[src/hdl/cdd_pkg.sv]
// Shared types, constants and calendar helpers for the countdown difference block.
package cdd_pkg;

  typedef struct packed {
    logic [5:0] deadline_year;
    logic [3:0] deadline_month;
    logic [4:0] deadline_day;
    logic [4:0] deadline_hour;
    logic [5:0] deadline_minute;
    logic [5:0] deadline_second;
    logic [5:0] now_year;
    logic [3:0] now_month;
    logic [4:0] now_day;
    logic [4:0] now_hour;
    logic [5:0] now_minute;
    logic [5:0] now_second;
  } cdd_in_t;

  typedef enum logic [1:0] {
    MODE_YEARS  = 2'd0,
    MODE_MONTHS = 2'd1,
    MODE_DAYS   = 2'd2,
    MODE_HMS    = 2'd3
  } cdd_mode_t;

  typedef struct packed {
    logic [5:0] remaining_years;
    logic [3:0] remaining_months;
    logic [4:0] remaining_days;
    logic [4:0] remaining_hours;
    logic [5:0] remaining_minutes;
    logic [5:0] remaining_seconds;
    cdd_mode_t  display_mode;
    logic       expired;
  } cdd_out_t;

  // Working width for a unit difference including one borrow.
  localparam int unsigned DiffW = 8;
  typedef logic signed [DiffW-1:0] cdd_diff_t;

  localparam cdd_diff_t SecBorrow   = 8'sd60;
  localparam cdd_diff_t MinBorrow   = 8'sd60;
  localparam cdd_diff_t HourBorrow  = 8'sd24;
  localparam cdd_diff_t MonthBorrow = 8'sd12;

  localparam cdd_diff_t SecMax   = 8'sd59;
  localparam cdd_diff_t MinMax   = 8'sd59;
  localparam cdd_diff_t HourMax  = 8'sd23;
  localparam cdd_diff_t DayMax   = 8'sd30;
  localparam cdd_diff_t MonthMax = 8'sd11;
  localparam cdd_diff_t YearMax  = 8'sd63;

  // Years run 2020..2083, so no century year is in range: leap iff field is a multiple of 4.
  function automatic logic leap_year(logic [5:0] yfield);
    leap_year = (yfield[1:0] == 2'd0);
  endfunction

  // Length of the month before month m (1 = January); out-of-range months wrap modulo 12.
  function automatic logic [4:0] prev_month_len(logic [3:0] m, logic [5:0] yfield);
    logic [4:0] len;
    len = 5'd31;
    case (m)
      4'd0:  len = 5'd30;
      4'd1:  len = 5'd31;
      4'd2:  len = 5'd31;
      4'd3:  len = leap_year(yfield) ? 5'd29 : 5'd28;
      4'd4:  len = 5'd31;
      4'd5:  len = 5'd30;
      4'd6:  len = 5'd31;
      4'd7:  len = 5'd30;
      4'd8:  len = 5'd31;
      4'd9:  len = 5'd31;
      4'd10: len = 5'd30;
      4'd11: len = 5'd31;
      4'd12: len = 5'd30;
      4'd13: len = 5'd31;
      4'd14: len = 5'd31;
      4'd15: len = leap_year(yfield) ? 5'd29 : 5'd28;
      default: len = 5'd31;
    endcase
    prev_month_len = len;
  endfunction

endpackage

[src/hdl/cdd_diff.sv]
// Combinational subtract-and-borrow core: one date-time pair in, one countdown out.
module cdd_diff (
  input  cdd_pkg::cdd_in_t  in_item,
  output cdd_pkg::cdd_out_t out_item
);

  logic [31:0] dl_key;
  logic [31:0] nw_key;
  logic        is_expired;

  assign dl_key = {in_item.deadline_year, in_item.deadline_month, in_item.deadline_day,
                   in_item.deadline_hour, in_item.deadline_minute, in_item.deadline_second};
  assign nw_key = {in_item.now_year, in_item.now_month, in_item.now_day,
                   in_item.now_hour, in_item.now_minute, in_item.now_second};
  assign is_expired = (dl_key < nw_key);

  always_comb begin
    cdd_pkg::cdd_diff_t us;
    cdd_pkg::cdd_diff_t um;
    cdd_pkg::cdd_diff_t uh;
    cdd_pkg::cdd_diff_t ud;
    cdd_pkg::cdd_diff_t umo;
    cdd_pkg::cdd_diff_t uy;
    cdd_pkg::cdd_diff_t day_borrow;

    us  = $signed({2'b00, in_item.deadline_second}) - $signed({2'b00, in_item.now_second});
    um  = $signed({2'b00, in_item.deadline_minute}) - $signed({2'b00, in_item.now_minute});
    uh  = $signed({3'b000, in_item.deadline_hour}) - $signed({3'b000, in_item.now_hour});
    ud  = $signed({3'b000, in_item.deadline_day}) - $signed({3'b000, in_item.now_day});
    umo = $signed({4'b0000, in_item.deadline_month}) - $signed({4'b0000, in_item.now_month});
    uy  = $signed({2'b00, in_item.deadline_year}) - $signed({2'b00, in_item.now_year});
    day_borrow = $signed({3'b000,
                 cdd_pkg::prev_month_len(in_item.deadline_month, in_item.deadline_year)});

    if (us < 0) begin
      us = us + cdd_pkg::SecBorrow;
      um = um - 8'sd1;
      if (us < 0) us = '0;
    end
    if (us > cdd_pkg::SecMax) us = cdd_pkg::SecMax;

    if (um < 0) begin
      um = um + cdd_pkg::MinBorrow;
      uh = uh - 8'sd1;
      if (um < 0) um = '0;
    end
    if (um > cdd_pkg::MinMax) um = cdd_pkg::MinMax;

    if (uh < 0) begin
      uh = uh + cdd_pkg::HourBorrow;
      ud = ud - 8'sd1;
      if (uh < 0) uh = '0;
    end
    if (uh > cdd_pkg::HourMax) uh = cdd_pkg::HourMax;

    if (ud < 0) begin
      ud = ud + day_borrow;
      umo = umo - 8'sd1;
      if (ud < 0) ud = '0;
    end
    if (ud > cdd_pkg::DayMax) ud = cdd_pkg::DayMax;

    if (umo < 0) begin
      umo = umo + cdd_pkg::MonthBorrow;
      uy = uy - 8'sd1;
      if (umo < 0) umo = '0;
    end
    if (umo > cdd_pkg::MonthMax) umo = cdd_pkg::MonthMax;

    if (uy < 0) uy = '0;
    if (uy > cdd_pkg::YearMax) uy = cdd_pkg::YearMax;

    if (is_expired) begin
      out_item = '0;
      out_item.display_mode = cdd_pkg::MODE_HMS;
      out_item.expired = 1'b1;
    end else begin
      out_item.remaining_years   = uy[5:0];
      out_item.remaining_months  = umo[3:0];
      out_item.remaining_days    = ud[4:0];
      out_item.remaining_hours   = uh[4:0];
      out_item.remaining_minutes = um[5:0];
      out_item.remaining_seconds = us[5:0];
      if (uy > 0)       out_item.display_mode = cdd_pkg::MODE_YEARS;
      else if (umo > 0) out_item.display_mode = cdd_pkg::MODE_MONTHS;
      else if (ud > 0)  out_item.display_mode = cdd_pkg::MODE_DAYS;
      else              out_item.display_mode = cdd_pkg::MODE_HMS;
      out_item.expired = 1'b0;
    end
  end

endmodule

[src/hdl/calendar_countdown_difference.sv]
// Top level: input register, countdown core and result register.
// Each accepted transaction passes through in_r, the core and out_r and is then
// on out_data with out_valid high (two register stages, one core between them).
// Throughput: one transaction per cycle; busy is never raised and results are
// never held off. Reset (synchronous, rst_n low) clears both valid flags only.
module calendar_countdown_difference (
  input  logic              clk,
  input  logic              rst_n,
  input  logic              start,
  output logic              busy,
  input  cdd_pkg::cdd_in_t  in_data,
  output logic              out_valid,
  output cdd_pkg::cdd_out_t out_data
);

  cdd_pkg::cdd_in_t  in_r;
  logic              in_vld_r;
  cdd_pkg::cdd_out_t core_out;
  cdd_pkg::cdd_out_t out_r;
  logic              out_vld_r;

  assign busy = 1'b0;

  always_ff @(posedge clk) begin
    if (!rst_n) begin
      in_vld_r  <= 1'b0;
      out_vld_r <= 1'b0;
    end else begin
      in_vld_r  <= start & ~busy;
      out_vld_r <= in_vld_r;
    end
  end

  always_ff @(posedge clk) begin
    if (start & ~busy) in_r <= in_data;
    if (in_vld_r) out_r <= core_out;
  end

  cdd_diff u_diff (
    .in_item  (in_r),
    .out_item (core_out)
  );

  assign out_valid = out_vld_r;
  assign out_data  = out_r;

endmodule
[config.mk]
export PLATFORM = sky130hd
export DESIGN_NAME = calendar_countdown_difference
export DESIGN_NICKNAME = d
export VERILOG_FILES = /design/src/hdl/cdd_pkg.sv /design/src/hdl/cdd_diff.sv /design/src/hdl/calendar_countdown_difference.sv
export SDC_FILE = /design/constraint.sdc
export NUM_CORES = 1
export LEC_CHECK = 0
export BUFFER_PORTS_ARGS = -buffer_cell sky130_fd_sc_hd__buf_2
export CAP_MARGIN = 20
export CELL_PAD_IN_SITES_DETAIL_PLACEMENT = 0
export CELL_PAD_IN_SITES_GLOBAL_PLACEMENT = 1
export CORE_MARGIN = 4
export CORE_UTILIZATION = 45
export CTS_CLUSTER_DIAMETER = 60
export DETAILED_ROUTE_END_ITERATION = 16
export GPL_TIMING_DRIVEN = 0
export PLACE_DENSITY_LB_ADDON = 0.15
export SKIP_LAST_GASP = 1
export SLEW_MARGIN = 20
export SYNTH_ARGS = -nofsm -noshare
export SYNTH_HDL_FRONTEND = slang
export SYNTH_HIERARCHICAL = 1
export SYNTH_SLANG_ARGS = --single-unit
[constraint.sdc]
create_clock -name clk -period 5.1 [get_ports clk]
set_clock_uncertainty 0.05 [all_clocks]
set_input_delay 0.255 -clock clk [delete_from_list [all_inputs] [get_ports clk]]
set_output_delay 0.255 -clock clk [all_outputs]
set_load 0.05 [all_outputs]
==> impl_results.md <==
* Detailed-route wire length per cell at ~16 um
* Simple-gate area share of the yosys netlist at 14.9%
* Per-cell via count in the routed design at around 5.6
* Parity-gate share of the synthesized area counting xor and xnor cells at 6.09%
* Worst-case vdd ir drop at 0.000252 V
* Number of flip-flops and latches in the synthesized netlist at slightly above 100
* Layout cell share with drive strength beyond 1 at 20.9%
* Starting utilization of the core area at 46.7%
* Type of destination of the critical path: flop
* Num ports at 104
* R2r endpoint: out_data[2]$_DFFE_PP_
* First-pass DRT Iterations at 5
* Crit Path Max Fanout at 9
* Highest-delay cell along the critical path: o221ai_1
* Actual slew at the worst max-slew pin at ~0.82 ns
* Count of fill cells added during filler insertion at 1,329
* Area of the die at 17,400 um^2
* H-tree levels at 3
* Largest family of logic cells by synthesized area: compound AO/OA/AOI/OAI gates
* Total congestion overflow after global routing at 0
* Most frequent standard cell in the layout excluding fill and tap cells: buf_2
* Antenna-violating nets left at 0
* Class of the tightest hold or removal check: in -> reg
* Max-cap check violation count at 0
* Worst Hold Endpoint: in_r[13]$_DFFE_PP_
* Beginning of the worst register-to-register path: in_r[6]$_DFFE_PP_
* Half-perimeter wire length of the detailed placement result at 11,900 um
* Arithmetic-cell share of the synthesized area counting full adders, half adders and majority gates at 10.9%
* Result of the run: complete, no violations
* Crit path launch: in_r[6]$_DFFE_PP_
* Wire length of the first global-routing pass at 25,400 um
* Core box area at 14,800 um^2
* Number of cells on the worst reg-to-reg path at 14
* Number of unique standard cell types used by synthesis at 86
* Number of cells produced by synthesis at 666
* Area used by sequential logic in the layout at around 3000 um^2
* Final max-slew violation count at 0
* Worst-skew pair later-pin latency at 0.35 ns
* Cell area after placement at 7660 um^2
* Worst-case setup slack after placement at -0.0782 ns
* Total count of hold-check failures in the final report at 0
* Kind of start point of the critical path: flop
* Min-delay src: in_data[13]
* Starting DRC count in detailed routing at roughly 250
* Data required time at the worst endpoint at 5.16 ns
* Number of synthesis warnings at 6
* Largest net degree at the start of global routing at 66
* Die width at around 130 um
* Worst relative slew slack at 45.2%
* Tcrit/Tclk final at 93.8%
* Proportion of synthesized chip area in sequential cells at between 40 and 50%
* Layout area overhead at 16.5%
* Proportion of register bits with asynchronous set or reset after synthesis at 0%
* Finished Core Util at 54.4%
* Hold_ws at 0.0257 ns
* P_leak at 3.27 nW
* Y dimension of the die at 132 um
* Count of standard-cell rows at 44
* Layout Nets at 903
* Num Clock Sinks at 101
* Power Dens Cells at around 400 nW/um^2
* Worst stage delay on the critical path at 0.59 ns
* Number of enable-type register cells in the synthesized netlist at 99
* Post-route DRC violation count at 0
* Number of global-route vias before repair at 5,197
* Setup repair after global routing missed its margin: false
* Data arrival, critical path at ~4.8 ns
* Final weighted congestion in routability-driven placement at 0.821
* Max Buffers Root-to-Sink at 2
* Number of antenna cells inserted at 0
* CTS tree: yes
* Most frequent CP cell: ha_1
* Highest attainable clock frequency at 0.209 GHz
* Top library cells by usage in the layout, fill and taps aside: 102 x buf_2, 99 x edfxtp_1, 68 x inv_1, 66 x nor2_1, 54 x a21oi_1
* Final critical-path required period at between 4 and 5 ns
* Least setup slack across all paths after layout at about 0.32 ns
* Cts bufs inserted at 9
* Antenna violations before repair at 0
* Post-synthesis instance area at 6890 um^2
* Clock Root Buffer: clkbuf_16
* Proportion of synthesized area in mux cells at 1.04%
* Clk slew on worst S/H paths at 0.07 ns
* Total Wirelength at 15,400 um
* Synth Area in Compound Gates at 18.9%
* Layout Cell Area excl Fill at 8030 um^2
* Setup TNS at 0 ns
* Cells traversed along the worst timing path: ha_1 > fa_1 > nand2b_1 > o221ai_1 > o31ai_1 > nor2_1 > a2bb2oi_2 > xnor2_1 > ha_1 > nand2_1 > or3_1 > a21oi_1 > a2111oi_4 > a31o_2
* Critical path class: reg -> reg
* FF-to-FF setup slack at around 0.32 ns
* Hold Path Cell Cnt at 1
* Via count at about 5,400
* Number of setup violations in the final report at 0
* Most common flop cell mapped by yosys: edfxtp_1
* GRT Overall Usage at between 10% and 20%
* Synthesized net count at 788
* Synthesized area per cell at 10.3 um^2
* Count of buffers inserted at the top-level ports at 102
* Multi-input gate area in the final layout at 3610 um^2
==> registers in the layout (all words and copies together) (netlist names) <==
name,cells
out_valid,1
out_data,35
in_r,64
in_vld_r,1
==> cell families (layout without fill, tap and decap cells) <==
group                      after synthesis  count (layout)
and+or+nand+nor                        197             197
AOI/OAI and AO/OA                      182             182
DFF                                    101             101
buffers and inverters                   78             198
adders and majority gates               56              56
xor gates and xnor gates                44              44
muxes                                    7               7
other                                    1               1
==> per-stage QoR <==
step / power (mW) / cells
2_1_floorplan: 2.17 / 666
3_3_place_gp: 2.48 / 952
3_5_place_dp: 2.50 / 953
4_1_cts: 3.25 / 970
5_1_grt: 3.47 / 970
6_report: 3.25 / 970
==> cells in the mapped netlist, drive strengths merged, types with 3 or more instances <==
master | count | share of area, %
edfxtp | 99 | 43
inv | 68 | 3.7
nor2 | 66 | 3.6
a21oi | 59 | 4.6
ha | 48 | 8.7
nand2 | 36 | 2.0
xnor2 | 29 | 4.1
o21ai | 26 | 1.9
a21o | 23 | 2.5
nand3 | 16 | 1.2
xor2 | 15 | 2.0
a31oi | 10 | 0.91
nor2b | 10 | 0.91
nor3 | 10 | 0.80
o211ai | 9 | 1.3
nand2b | 8 | 0.73
nand4 | 8 | 0.73
nor3b | 8 | 1.2
clkbuf | 7 | 0.38
fa | 7 | 2.0
o21a | 7 | 0.76
a211oi | 6 | 0.80
and2 | 6 | 0.55
mux2i | 6 | 0.87
nand3b | 6 | 0.65
and3 | 4 | 0.36
nor4 | 4 | 0.45
or2 | 4 | 0.36
or3 | 4 | 0.44
a2111oi | 3 | 0.74
a21boi | 3 | 0.33
a31o | 3 | 0.38
buf | 3 | 0.35
o21bai | 3 | 0.33
o221ai | 3 | 0.38
o311a | 3 | 0.44
o32ai | 3 | 0.49
==> report_power, final <==
part           total [mW]  internal [mW]  leakage [nW]  switching [mW]
sequential           1.05           1.02         0.945          0.0321
combinational        1.47          0.535          2.18           0.938
clock               0.722          0.404         0.151           0.318
==> metal layers <==
metal | global-route usage, % | wire, um | part of all wire (%) | up-vias
met2 | 28.9 | 6980 | 45 | 162
met5 | 0 | 0 | 0 | -
met1 | 23.6 | 7320 | 47 | 2544
met4 | 6.53 | 394 | 2.6 | 0
met3 | 3.98 | 753 | 4.9 | 32
li1 | - | - | - | 2683
==> worst max-delay path: cells and delay by family, from the launching register on <==
family          cells  cell delay [ns]
xor+xnor            1             0.15
simple gates        4             1.12
compound gates      6             1.86
flops               1             0.40
fa+ha+maj           3             0.97
==> worst max-delay path by stage <==
stage / to / slack [ns]
global placement: out_data[1]$_DFFE_PP_ / -0.04
CTS: out_data[1]$_DFFE_PP_ / 0.06
detailed placement: out_data[1]$_DFFE_PP_ / -0.08
global route: out_data[1]$_DFFE_PP_ / 0.01
floorplan: out_data[20]$_DFFE_PP_ / 0.66
finish: out_data[2]$_DFFE_PP_ / 0.32
==> final cells by class <==
cell class,instances,share of cell area (%)
Tap cell,184,2.87
Clock buffer,10,2.98
Buffer,10,0.624
Multi-Input combinational cell,487,45.0
Timing Repair Buffer,104,6.83
Sequential cell,101,37.6
Clock inverter,6,0.982
Inverter,68,3.18
==> what timing repair did <==
action / in CTS / in global routing
buffers inserted: 1 / 0
resized for setup: 2 / 7
hold buffers: 0 / 0
pin swaps: 1 / 1
setup endpoints to repair: 2 / 3
Note: power is estimated with default switching activity, not from simulation.
